$ cat config.mk
export PLATFORM = sky130hd
export DESIGN_NAME = mmrh_bardiv
export DESIGN_NICKNAME = d
export VERILOG_FILES = /design/src/hw/rtl/min_max_range_histogram_core_assert.svh /design/src/hw/rtl/mmrh_pkg.sv /design/src/hw/rtl/mmrh_bardiv.sv
export SDC_FILE = /design/constraint.sdc
export NUM_CORES = 1
export LEC_CHECK = 0
export BUFFER_PORTS_ARGS = -buffer_cell sky130_fd_sc_hd__buf_2
export CAP_MARGIN = 0
export CORE_UTILIZATION = 50
export CTS_BUF_LIST = sky130_fd_sc_hd__clkbuf_8
export CTS_CLUSTER_SIZE = 24
export DETAILED_ROUTE_END_ITERATION = 8
export PLACE_DENSITY = 0.74
export RECOVER_POWER = 50
export SYNTH_ARGS = -nofsm -noshare
export SYNTH_HDL_FRONTEND = slang
export SYNTH_SLANG_ARGS = --single-unit
$ cat constraint.sdc
create_clock -name i_clk -period 2.48 [get_ports i_clk]
set_input_delay 0.496 -clock i_clk [delete_from_list [all_inputs] [get_ports i_clk]]
set_output_delay 0.496 -clock i_clk [all_outputs]
set_load 0.02 [all_outputs]
$ cat src/hw/rtl/min_max_range_histogram_core_assert.svh
// Assertion macros for the histogram core.
// Used only by the top level; no other dependencies.
`ifndef MIN_MAX_RANGE_HISTOGRAM_CORE_ASSERT_SVH
`define MIN_MAX_RANGE_HISTOGRAM_CORE_ASSERT_SVH
// An implication checked at every rising clock edge outside reset.
`define MMRH_ASSERT_IMPL(label, clk, rst_n, ante, cons) \
    label: assert property (@(posedge clk) disable iff (!rst_n) (ante) |-> (cons)) \
        else $error("assertion failed");
// A next-cycle implication checked outside reset.
`define MMRH_ASSERT_NEXT(label, clk, rst_n, ante, cons) \
    label: assert property (@(posedge clk) disable iff (!rst_n) (ante) |=> (cons)) \
        else $error("assertion failed");
`endif

$ cat src/hw/rtl/mmrh_pkg.sv
// Shared constants for the histogram core.
// No dependencies.
package mmrh_pkg;
    localparam int MaxSamples  = 1024;
    localparam int MaxBins     = 63;
    localparam int SampleWidth = 32;
    localparam int AddrW       = $clog2(MaxSamples);
    localparam int CntW        = $clog2(MaxSamples + 1);
    localparam int BinW        = 6;
    localparam int SpanW       = SampleWidth + 1;
    localparam int NumW        = SpanW + BinW;
    localparam int PerBin      = 100;
    localparam logic [7:0] DefaultScale = 8'd52;
    localparam logic CfgBins  = 1'b0;
    localparam logic CfgScale = 1'b1;
endpackage

$ cat src/hw/rtl/mmrh_bardiv.sv
// Serial divider for bar length: scale*count/peak, one bit per cycle.
// Uses mmrh_pkg for widths.
module mmrh_bardiv (
    input  logic                       i_clk,
    input  logic                       i_rst_n,
    input  logic                       i_start,
    input  logic [18:0]                i_num,
    input  logic [mmrh_pkg::CntW-1:0]  i_den,
    output logic                       o_done,
    output logic [7:0]                 o_quot
);
    logic [18:0]               r_q;
    logic [mmrh_pkg::CntW:0]   r_rem;
    logic [mmrh_pkg::CntW-1:0] r_den;
    logic [4:0]                r_step;
    logic                      r_busy;
    logic [mmrh_pkg::CntW:0]   w_sh;
    logic                      w_ge;

    assign w_sh = {r_rem[mmrh_pkg::CntW-1:0], r_q[18]};
    assign w_ge = w_sh >= {1'b0, r_den};

    always_ff @(posedge i_clk) begin
        if (!i_rst_n) begin
            r_busy <= 1'b0;
            o_done <= 1'b0;
        end else begin
            o_done <= 1'b0;
            if (i_start) begin
                r_q <= i_num; r_rem <= '0; r_den <= i_den;
                r_step <= 5'd19; r_busy <= 1'b1;
            end else if (r_busy) begin
                r_rem  <= w_ge ? w_sh - {1'b0, r_den} : w_sh;
                r_q    <= {r_q[17:0], w_ge};
                r_step <= r_step - 1'b1;
                if (r_step == 5'd1) begin
                    r_busy <= 1'b0;
                    o_done <= 1'b1;
                end
            end
        end
    end
    // Quotient never exceeds the scale, since count is at most peak.
    assign o_quot = (r_den == '0) ? 8'd0 : r_q[7:0];
endmodule

# Word-level counts from Yosys, hierarchy flattened
# Cells that the tools add are included.
op_classes:
  n_addsub: 2
  order_cmp: 1
  n_eq_ne: 1
  muxes: 10
  bitwise: 2
  reduce_logical: 5
op_table:
  columns: ["cell", "n"]
  rows:
  - ["2-to-1 mux 19 bit", 2]
  - ["2-to-1 mux 11 bit", 2]
  - ["greater-or-equal comparator 12 x 11 -> 1 bit", 1]
  - ["logical NOT 11 bit", 1]
  - ["subtractor 11 bit", 1]
  - ["2-to-1 mux 8 bit", 1]
  - ["== test 5 x 1 -> 1 bit, second input constant", 1]
  - ["2-to-1 mux 5 bit", 1]
  - ["subtractor 5 x 1 -> 5 bit, second input constant", 1]
  - ["2-to-1 mux 1 bit", 4]
  - ["AND reduction 2 bit", 2]
  - ["OR reduction 3 bit", 1]
  - ["inverter 1 bit", 2]
  - ["nonzero test 2 bit", 1]
word_totals:
  register_bits: 48
  in_bits: 33
  output_inout_bits: 9
  word_cells: 27

# Longest topological paths before layout
depth:
  ltp_word: 4
  ltp_mapped: 10
  ltp_nobuf: 9

# Least setup slack after synthesis
# Ideal clock, no wire load.
synth_path:
  kind: "register to register"
  start: "reg r_rem[4] (netlist bit)"
  end: "reg r_rem[0] (netlist bit) (data pin)"
  setup_time_ns: 0.277
  arrival_time_ns: 2.118
  required_ns: 2.203
  path_slack_ns: 0.086
  path_stages_with_launch: 9
  n_path_buf: 1
  synth_period_minus_slack_ns: 2.394
  cell_sequence: "edfxtp_1 -> ha_1 -> a21o_1 -> or3_4 -> o21a_4 -> or3_4 -> buf_6 -> a21oi_2 -> a211oi_1"
synth_via:
  elab_chain_cells: 3
synth_lines:
  columns: ["element", "line_no", "rtl"]
  rows:
  - ["start, declared", "mmrh_bardiv.sv:13", "logic [mmrh_pkg::CntW:0] r_rem;"]
  - ["start signal, assigned", "mmrh_bardiv.sv:33", "r_rem <= w_ge ? w_sh - {1'b0, r_den} : w_sh;"]
  - ["greater-or-equal comparator 12 x 11 -> 1 bit", "mmrh_bardiv.sv:21", "assign w_ge = w_sh >= {1'b0, r_den};"]
  - ["2-to-1 mux 11 bit", "mmrh_bardiv.sv:33", null]
  - ["2-to-1 mux 11 bit", "mmrh_bardiv.sv:32", "end else if (r_busy) begin"]
# Every way passes these cells. The select of a mux whose other input is x is not followed.
# A chain may end at the register's enable or synchronous reset.

# Final worst setup path
layout_path:
  start: "reg r_rem[4] (netlist bit)"
  end: "reg r_rem[5] (netlist bit) (data pin)"
layout_via:
  elab_chain_cells: 3
  elab_cells_between_ends: 4
  cone_classes: "add/sub: 1; order compare: 1; mux: 2"
layout_lines:
  columns: ["element", "line_no"]
  rows:
  - ["subtractor 11 bit / greater-or-equal comparator 12 x 11 -> 1 bit (equally long branches)", "mmrh_bardiv.sv:33, mmrh_bardiv.sv:21"]
  - ["2-to-1 mux 11 bit *", "mmrh_bardiv.sv:33"]
  - ["2-to-1 mux 11 bit *", "mmrh_bardiv.sv:32"]
# Every way passes the cells marked *; elsewhere a longest branch is shown, timed or not. The select of a mux whose other input is x is not followed.

==> run summary <==
Routed WL: 5136 µm
placed cell area: 2928 µm²
worst-margin pin slew: 0.8517 ns
Layout area overhead: 15.79%
Highest Clock Rate: 415.2 MHz
post-synth net total: 265
yosys warns: 0
CORE AREA: 4880 µm²
CP Max Fanout: 7
vias post-DR: 1846
share of cells above drive strength 1: 24.63%
Final min period: 2.408 ns
PnR worst setup slack: 0.07169 ns
Critical Path RT: 2.51 ns
sequential power share: 51.0%
CTS buffer count: 5
Total Power: 1.979 mW
main flop type after synthesis: edfxtp_1
period utilisation layout: 97.11%
CTS sink cnt: 48
Post-synth EDFFs: 46
initial antenna violation count: 0
Switch Pwr: 0.5846 mW
Yosys cell types: 43
most common cell after layout, fill and taps aside: edfxtp_1
Power Density: 651.8 nW/µm²
final hold violations: 0
pre-CTS setup slack: 0.07967 ns
Tot GR Track Use: 19.96%
global route overflow: 0
Avg Synthesized Cell Area: 12.03 µm²
row count: 25
global-route wire length before repair: 8162 µm
CTS H-tree lvls: 2
Net Sw Frac: 29.53%
final RePlAce weighted congestion: 0.9029
number of vias per cell: 5.510
CTS tree: built
most frequent cells in the layout: 46 x edfxtp_1, 39 x buf_2, 18 x mux2_1, 17 x inv_1
final core occ: 62.23%
RSZ-0062 raised after global routing: yes
ys async rst share: 0%
endpoint class of the critical path: flop
I/O pin count: 42
Gate Count Post-Synth: 218
clk root buf: clkbuf_8
Comb pwr share: 26.2%
worst clock skew: 0.007882 ns
initial core utilization: 53.74%
Clk Latency, worst-skew pair: 0.30 ns
crit path kind: reg -> reg
die height: 74.42 µm
Clock Pin Slew Worst Setup and Hold Paths: 0.09 ns
clk buf depth: 2
Ant. Diodes: 0
pin count of the biggest net entering global routing: 35
vias in the first global route: 1843
Max rail drop VDD: 0.4605 mV
HPWL Detailed: 3841 µm
sequential-to-total area share from yosys stat: 54.20%
Netlist Area Pre-Place: 2623 µm²
antenna viol nets, final: 0
Clock power frac: 22.8%
Max-Cap Viols: 0
Int Pwr: 1.395 mW
chip width: 74.42 µm
drt first pass iters: 4
fin. max-slew vios: 0
nets@finish: 314
leakage power total: 1.229 nW
# hold bufs at CTS: 0
Arr. time, crit path: 2.44 ns
Avg WL per Cell: 15.33 µm
Setup TNS: 0 ns
status: complete, no violations
min-delay worst type: in -> reg
Worst setup SP type: flop
DRC violations left: 0
final instance area: 3037 µm²
1st-iter DRT viols: 161
Slew Limit Headroom: 43.22%
PortBufs: 41
die area: 5538 µm²
register bit total from synthesis: 48
final setup fails: 0
[what timing repair did]
action / CTS / global route
setup endpoints to repair: 0 / 10
setup buffers: 0 / 2
resized for setup: 0 / 4
[synthesized netlist by cell type, types with 2 or more instances]
library cell	n	area, µm²
or3_4	2	22.52
o21a_1	4	30.03
a211oi_1	3	22.52
o211a_1	2	20.02
o21ai_0	5	25.02
ha_1	13	162.7
xnor2_1	8	70.07
a21o_1	2	15.01
nor3_1	5	25.02
buf_1	2	7.510
nor2_1	9	33.78
clkbuf_1	2	7.510
a21oi_1	12	60.06
nand2_1	13	48.80
edfxtp_1	46	1381
o211ai_1	4	30.03
dfxtp_1	2	40.04
nand2b_1	4	25.02
and2_1	10	62.56
inv_1	16	60.06
mux2_1	18	202.7
a21oi_2	3	26.28
nor4_1	2	12.51
o21ai_1	7	35.03
nand3_1	6	30.03
[final cells by class]
cell class | instances | area [µm²]
inverters | 17 | 63.81
multi-input cells | 147 | 1126
clock buffers | 5 | 68.82
clock inverters | 3 | 20.02
flip-flops and latches | 48 | 1421
repair buffers | 48 | 252.7
well taps | 67 | 83.83
fillers | 409 | 1843
[metal layers]
layer / vias to the layer above / GRT usage [%] / wire length (µm)
met5: - / 0 / 0
met4: 0 / 9.853 / 157
met3: 15 / 5.014 / 270
met2: 48 / 33.33 / 2490
met1: 884 / 24.05 / 2217
li1: 899 / - / -
[power by group through the flow]
| stage | clock, mW | combinational [mW] | sequential [mW] |
|---|---|---|---|
| floorplan | 0 | 0.377 | 1.01 |
| global placement | 0 | 0.485 | 1.02 |
| detailed placement | 0 | 0.492 | 1.03 |
| CTS | 0.470 | 0.495 | 1.01 |
| global route | 0.490 | 0.567 | 1.01 |
| finish | 0.452 | 0.518 | 1.01 |
[flip-flops by register name, summed over array words and instances, names as in the netlist]
name,flops
o_done,1
r_busy,1
r_den,11
r_q,19
r_rem,11
r_step,5
[path summary, 6_finish.rpt]
path	startpoint	endpoint	slack [ns]	depth (start not counted)
setup / recovery	r_rem[4]	r_rem[5]	0.07	7
hold / removal	i_den[10]	r_den[10]	0.37	1
setup reg to reg	r_rem[4]	r_rem[5]	0.07	7
hold reg to reg	r_busy	o_done	0.44	2
[stage by stage]
stage | hold slack (ns) | cells
after floorplan | 0.4145 | 218
after global placement | 0.4262 | 325
after detailed placement | 0.4313 | 325
after CTS | 0.3619 | 333
after global routing | 0.3591 | 335
final | 0.3750 | 335
[worst max-delay path, cell delays in order (launching register included)]
cell and delay (ns):
edfxtp_1 0.42, ha_1 0.31, a21o_1 0.20, or3_4 0.34, o21a_4 0.23, or3_4 0.44, nand3_4 0.12, o22ai_1 0.10
[cell families after synthesis]
| group | Yosys count | synth area share (%) |
|---|---|---|
| adder cells (fa/ha/maj) | 14 | 6.966 |
| AO/OA/AOI/OAI | 48 | 12.31 |
| flip-flops | 48 | 54.20 |
| AND/OR/NAND/NOR | 59 | 12.41 |
| multiplexers | 18 | 7.729 |
| buffers and inverters | 23 | 3.722 |
| XOR/XNOR | 8 | 2.672 |
Note: power is estimated with default switching activity, not from simulation.
