**src/hw/rtl/min_max_range_histogram_core_assert.svh**
```systemverilog
// Assertion macros for the histogram core.
// Used only by the top level; no other dependencies.
`ifndef MIN_MAX_RANGE_HISTOGRAM_CORE_ASSERT_SVH
`define MIN_MAX_RANGE_HISTOGRAM_CORE_ASSERT_SVH
// An implication checked at every rising clock edge outside reset.
`define MMRH_ASSERT_IMPL(label, clk, rst_n, ante, cons) \
    label: assert property (@(posedge clk) disable iff (!rst_n) (ante) |-> (cons)) \
        else $error("assertion failed");
// A next-cycle implication checked outside reset.
`define MMRH_ASSERT_NEXT(label, clk, rst_n, ante, cons) \
    label: assert property (@(posedge clk) disable iff (!rst_n) (ante) |=> (cons)) \
        else $error("assertion failed");
`endif

```
**src/hw/rtl/mmrh_pkg.sv**
```systemverilog
// Shared constants for the histogram core.
// No dependencies.
package mmrh_pkg;
    localparam int MaxSamples  = 1024;
    localparam int MaxBins     = 63;
    localparam int SampleWidth = 32;
    localparam int AddrW       = $clog2(MaxSamples);
    localparam int CntW        = $clog2(MaxSamples + 1);
    localparam int BinW        = 6;
    localparam int SpanW       = SampleWidth + 1;
    localparam int NumW        = SpanW + BinW;
    localparam int PerBin      = 100;
    localparam logic [7:0] DefaultScale = 8'd52;
    localparam logic CfgBins  = 1'b0;
    localparam logic CfgScale = 1'b1;
endpackage

```
**src/hw/rtl/mmrh_div.sv**
```systemverilog
// Restoring serial divider, one quotient bit per cycle.
// Uses mmrh_pkg for widths.
module mmrh_div (
    input  logic                           i_clk,
    input  logic                           i_rst_n,
    input  logic                           i_start,
    input  logic [mmrh_pkg::NumW-1:0]      i_num,
    input  logic [mmrh_pkg::SpanW-1:0]     i_den,
    output logic                           o_done,
    output logic [mmrh_pkg::NumW-1:0]      o_quot
);
    localparam int StepW = $clog2(mmrh_pkg::NumW + 1);
    logic [mmrh_pkg::NumW-1:0]  r_q;
    logic [mmrh_pkg::SpanW:0]   r_rem;
    logic [mmrh_pkg::SpanW-1:0] r_den;
    logic [StepW-1:0]           r_step;
    logic                       r_busy;
    logic [mmrh_pkg::SpanW:0]   w_sh;
    logic                       w_ge;

    assign w_sh = {r_rem[mmrh_pkg::SpanW-1:0], r_q[mmrh_pkg::NumW-1]};
    assign w_ge = w_sh >= {1'b0, r_den};

    always_ff @(posedge i_clk) begin
        if (!i_rst_n) begin
            r_busy <= 1'b0;
            o_done <= 1'b0;
        end else begin
            o_done <= 1'b0;
            if (i_start) begin
                r_q    <= i_num;
                r_rem  <= '0;
                r_den  <= i_den;
                r_step <= StepW'(mmrh_pkg::NumW);
                r_busy <= 1'b1;
            end else if (r_busy) begin
                r_rem  <= w_ge ? w_sh - {1'b0, r_den} : w_sh;
                r_q    <= {r_q[mmrh_pkg::NumW-2:0], w_ge};
                r_step <= r_step - 1'b1;
                if (r_step == StepW'(1)) begin
                    r_busy <= 1'b0;
                    o_done <= 1'b1;
                end
            end
        end
    end
    assign o_quot = r_q;
endmodule

```
**config.mk**
```make
export PLATFORM = sky130hd
export DESIGN_NAME = mmrh_div
export DESIGN_NICKNAME = d
export VERILOG_FILES = /design/src/hw/rtl/min_max_range_histogram_core_assert.svh /design/src/hw/rtl/mmrh_pkg.sv /design/src/hw/rtl/mmrh_div.sv
export SDC_FILE = /design/constraint.sdc
export NUM_CORES = 1
export LEC_CHECK = 0
export BUFFER_PORTS_ARGS = -buffer_cell sky130_fd_sc_hd__buf_2
export CORE_MARGIN = 1
export CORE_UTILIZATION = 51
export CTS_CLUSTER_SIZE = 28
export DETAILED_ROUTE_END_ITERATION = 8
export HOLD_SLACK_MARGIN = 0.02
export PLACE_DENSITY = 0.77
export SLEW_MARGIN = 30
export SYNTH_ARGS = -nofsm -noshare
export SYNTH_HDL_FRONTEND = slang
export SYNTH_SLANG_ARGS = --single-unit
```
**constraint.sdc**
```tcl
create_clock -name i_clk -period 3.4 [get_ports i_clk]
set_input_delay 0.34 -clock i_clk [delete_from_list [all_inputs] [get_ports i_clk]]
set_output_delay 0.34 -clock i_clk [all_outputs]
set_load 0.005 [all_outputs]
```
# Yosys cells after proc, flatten, opt, wreduce, memory -nomap -nowiden

Index checks and enable logic that the tools add are counted.

Bits of input ports: 75
Register bits after elaboration: 113

Equal/unequal tests: 1
Muxes and demuxes: 9
Reduce and logical (&&, ||, !) cells: 4
$lt $le $gt $ge: 1
Bitwise operators: 2
Add/subtract/negate cells: 2

Operator list:

| kind                | count |
|---|---|
| $mux 39             | 2 |
| $mux 33             | 2 |
| $ge 34x33->1        | 1 |
| $sub 33x33->33      | 1 |
| $eq 6x1->1 const B  | 1 |
| $mux 6              | 1 |
| $sub 6x1->6 const B | 1 |
| $mux 1              | 4 |
| $reduce_and 2->1    | 2 |
| $reduce_or 3->1     | 1 |
| $not 1->1           | 2 |
| $reduce_bool 2->1   | 1 |

# Depth between registers and ports, before layout

Depth in word-level cells: 4
Depth in mapped cells: 13

# Worst setup path before layout

No wires, ideal clock.

Kind: input to register
From: input port i_start
To: register r_q (netlist bit o_quot[0]), enable pin
Cell stages on the path: 3
Required time: 2.957 ns
Data arrival time: 2.747 ns
Slack: 0.210 ns
Library setup time: 0.443 ns
Cell sequence: clkbuf_1 -> clkbuf_1 -> o21a_1

Longest elaborated chain between the ends: 2

Ends and longest elaborated chain:

| element                            | line           | text |
|---|---|---|
| from (decl)                        | mmrh_div.sv:6  | `input logic i_start,` |
| $reduce_bool 2->1 (no source line) | n/a            |  |
| $reduce_and 2->1 (no source line)  | n/a            |  |
| to (signal assigned)               | mmrh_div.sv:31 | `r_q <= i_num;` |
| to (signal assigned)               | mmrh_div.sv:38 | `r_q <= {r_q[mmrh_pkg::NumW-2:0], w_ge};` |
| to (decl)                          | mmrh_div.sv:13 | `logic [mmrh_pkg::NumW-1:0] r_q;` |

No other way between the ends.
A chain may end at the register's enable or synchronous reset.

# Worst setup path after layout

From: register r_q (netlist bit o_quot[38])
To: register r_rem[15] in the netlist's numbering (data pin)

Longest elaborated chain between the ends: 3
Elaborated cells between the ends (all ways): 4

Ends and longest elaborated chain:

| element                                        | line                           | text |
|---|---|---|
| $sub 33x33->33 or $ge 34x33->1 (tied branches) | mmrh_div.sv:37, mmrh_div.sv:22 |  |
| $mux 33 *                                      | mmrh_div.sv:37                 | `r_rem <= w_ge ? w_sh - {1'b0, r_den} : w_sh;` |
| $mux 33 *                                      | mmrh_div.sv:36                 | `end else if (r_busy) begin` |
| to (signal assigned)                           | mmrh_div.sv:37                 |  |
| to (decl)                                      | mmrh_div.sv:14                 | `logic [mmrh_pkg::SpanW:0] r_rem;` |

Every way passes the cells marked *; elsewhere a longest branch is shown, timed or not. The select of a mux whose other input is x is not followed.

==> results.tsv <==
stage	metric	value	unit
sta	rsz0062_at_grt	no	
clock_tree	worstSkewPairLatency	0.41	ns
sta	slew_viol_final	0	
cells_and_area	drive_gt1_share	30.8	%
worst_setup_path	required	3.53	ns
power_and_ir_drop	leakage	3.34	nW
global_routing	antenna_found_initial	0	
cells_and_area	diodes	0	
yosys	syn_inst	563	
global_routing	overflow	0	
sta	max_freq	319	MHz
worst_setup_path	startpoint	o_quot[38]$_DFFE_PP_	
yosys	synth_edf_count	111	
clock_tree	post_cts_buffers	0	
yosys	synth.distinct_cells	69	
placed_design	dp_hpwl	10400	um
die	die_w	116	um
die	io_pins	115	
yosys	synthFlopType	edfxtp_1	
sta	setup_viol	0	
sta	slew_headroom	44.8	%
run_status	outcome	finished clean	
worst_setup_path	cp_cell_sequence	inv_1 > ha_1 > inv_1 > fa_1 > a21oi_1 > o2bb2ai_2 > o21ai_2 > o2111ai_2 > o211ai_2 > nand3_4 > buf_12 > mux2i_1 > nor2_1	
route	drtIter0Drc	226	
global_routing	grt_pass1_vias	5020	
worst_setup_path	worst_ep_arrival_time	3.26	ns
yosys	yosys_register_bits	113	
yosys	ys_seq_area_share	50.9	%
worst_setup_path	timing.rr.end	r_rem[15]$_SDFFCE_PP0P_	
worst_setup_path	cpPeakStageDelay	0.41	ns
sta	fin_tns_setup	0	ns
cells_and_area	syn2layout_area_growth	20.6	%
route	wl_per_cell	16.9	um
die	num_rows	41	
placed_design	io_buffers	114	
die	die_h	116	um
worst_setup_path	start_kind	register	
yosys	synth_nets	674	
route	route.detailed.drc	0	
worst_setup_path	crit_cells	13	
clock_tree	clk_pin_slew_worst_paths	0.06	ns
yosys	synth_top_family_by_area	compound AO/OA/AOI/OAI gates	
worst_setup_path	crit_fanout	28	
flow_run	cap_violations	0	
route	wl	14700	um
clock_tree	clock-root-buffer	clkbuf_16	
yosys	synth_mux_area_share	9.64	%
global_routing	track_usage	23.6	%
worst_setup_path	end_kind	register	
placed_design	dp_slack	0.278	ns
route	dr.pass1.iters	4	
worst_setup_path	crit_end	r_rem[15]$_SDFFCE_PP0P_	
power_and_ir_drop	ir_worst_vdd	0.464	mV
yosys	syn_area_per_cell	11.8	um^2
die	design.die.area	13500	um^2
worst_setup_path	critical_path_class	register to register	
cells_and_area	fin_area	8000	um^2
cells_and_area	fillCellCount	996	
worst_setup_path	reg2reg_slack	0.27	ns
worst_setup_path	path_delay_family	compound AO/OA/AOI/OAI gates	
clock_tree	cts_tree	done	
route	vias	4895	
sta	post-route-period-util	92.1	%
cells_and_area	seq_area	3370	um^2
worst_setup_path	reg2reg_from	o_quot[38]$_DFFE_PP_	
yosys	netlist_area	6630	um^2
route	antenna_left	0	
yosys	synth-warning-count	0	
sta	period_minus_slack	3.13	ns
yosys	synthAdderAreaFrac	6.91	%
placed_design	place_area	7360	um^2
yosys	synthSimpleGateAreaFrac	10.5	%
worst_setup_path	cp_common_cell	inv_1	
clock_tree	cts_buffers	17	
yosys	synth_xor_area_share	3.70	%
clock_tree	cts_buffer_depth	2	
worst_setup_path	rr_worst_depth	13	
cells_and_area	multi_input_area	2970	um^2
power_and_ir_drop	power_density	577	nW/um^2
route	avgViaCountPerCell	5.63	
sta	setup_slack	0.267	ns
yosys	async_flop_share	0	%
clock_tree	clkSinkCount	113	
worst_setup_path	cpMaxStageDelayCell	edfxtp_1	
global_routing	grt_pass1_wl	24200	um
placed_design	routabilityCongestion	0.895	
clock_tree	htree_num_levels	4	
clock_tree	postCtsHoldBufs	0	
global_routing	grt_start_max_net_pins	69	
yosys	synth_compound_area_share	13.9	%
cells_and_area	layout_common_cells	buf_2, edfxtp_1, inv_1, nor2_1, a21oi_1	
cells_and_area	num-nets-final	795	
sta	hold_viol	0	
sta	tightest_slew	0.828	ns
die	core	12700	um^2
die	start_util	52.3	%
cells_and_area	layout_commonest_cell	buf_2	
worst_setup_path	crit_buf_inv	3	
min_path	worst_hold_path_type	input port to register	
sta	skew	0.0104	ns
[state kept, by name (all words and copies together), names as in the netlist]
register  flops
o_quot       39
r_den        33
r_rem        33
r_step        6
o_done        1
r_busy        1
[worst min-delay path by stage]
stage	startpoint	end	slack, ns	depth (start not counted)
floorplan	r_busy$_SDFF_PN0_	o_done$_SDFF_PP0_	0.41	2
global placement	r_busy$_SDFF_PN0_	o_done$_SDFF_PP0_	0.43	2
detailed placement	r_busy$_SDFF_PN0_	o_done$_SDFF_PP0_	0.47	2
CTS	i_den[3]	r_den[3]$_DFFE_PP_	0.09	1
global route	i_den[2]	r_den[2]$_DFFE_PP_	0.09	1
finish	i_den[3]	r_den[3]$_DFFE_PP_	0.10	1
[routing by layer]
| metal | GRT usage, % | up-vias | part of all wire, % |
|---|---|---|---|
| met3 | 7.90 | 25 | 7.5 |
| li1 | - | 2345 | - |
| met1 | 28.6 | 2328 | 42 |
| met5 | 0 | - | 0 |
| met4 | 8.21 | 0 | 1.7 |
| met2 | 39.4 | 197 | 48 |
[cell usage after synthesis, types with 3 or more instances]
cell | count | area share (%)
and3_1 | 4 | 0.38
o21a_1 | 8 | 0.91
ha_1 | 35 | 6.6
or3_1 | 3 | 0.28
a211oi_2 | 6 | 1.1
mux2_2 | 39 | 6.6
a21o_1 | 9 | 1.0
nand4_1 | 8 | 0.75
and2_1 | 5 | 0.47
or2_2 | 3 | 0.28
nor3_1 | 10 | 0.75
a21oi_1 | 41 | 3.1
mux2i_1 | 20 | 3.0
xor2_1 | 13 | 1.7
o21bai_1 | 6 | 0.68
edfxtp_1 | 111 | 50
o21ai_0 | 15 | 1.1
nand3_1 | 9 | 0.68
xnor2_1 | 15 | 2.0
nand2b_1 | 9 | 0.85
o211ai_1 | 3 | 0.34
clkbuf_1 | 9 | 0.51
inv_1 | 47 | 2.7
nand2_1 | 22 | 1.2
buf_4 | 3 | 0.34
a21boi_0 | 3 | 0.34
nand3b_1 | 4 | 0.45
nor2_1 | 47 | 2.7
[through the flow]
stage | cells | util, % | power, mW | hold slack, ns
2_1_floorplan | 563 | - | 2.50 | 0.415
3_3_place_gp | 837 | 58.1 | 2.70 | 0.433
3_5_place_dp | 837 | 58.1 | 2.73 | 0.472
4_1_cts | 869 | 63.1 | 4.63 | 0.0908
5_1_grt | 869 | 63.1 | 4.80 | 0.0887
6_report | 869 | 63.1 | 4.62 | 0.102
[where the power goes]
group          internal (mW)  leakage [nW]  total [mW]  switching [mW]
Sequential              1.68          1.07        1.74          0.0568
Clock                   1.23         0.302        1.90           0.662
Combinational          0.425          1.96       0.984           0.559
Total                   3.34          3.34        4.62            1.28
[logic make-up (layout without fill, tap and decap cells)]
logic type / count (synthesis) / in the layout
AND/OR/NAND/NOR: 136 / 136
buffers and inverters: 64 / 198
multiplexers: 59 / 59
AO/OA/AOI/OAI: 127 / 127
flip-flops: 113 / 113
adder cells (fa/ha/maj): 36 / 36
XOR/XNOR: 28 / 28
[layout make-up]
class	count	area share (%)
Timing Repair Buffer	119	7.92
Multi-Input combinational cell	386	37.1
Sequential cell	113	42.2
Tap cell	172	2.69
Inverter	47	2.21
Clock inverter	15	2.57
Clock buffer	17	5.32
[repair_timing]
action | in CTS | in global routing
endpoints found under the hold margin | 0 | 0
resized for setup | 0 | 1
setup endpoints to repair | 0 | 2
Note: power is estimated with default switching activity, not from simulation.
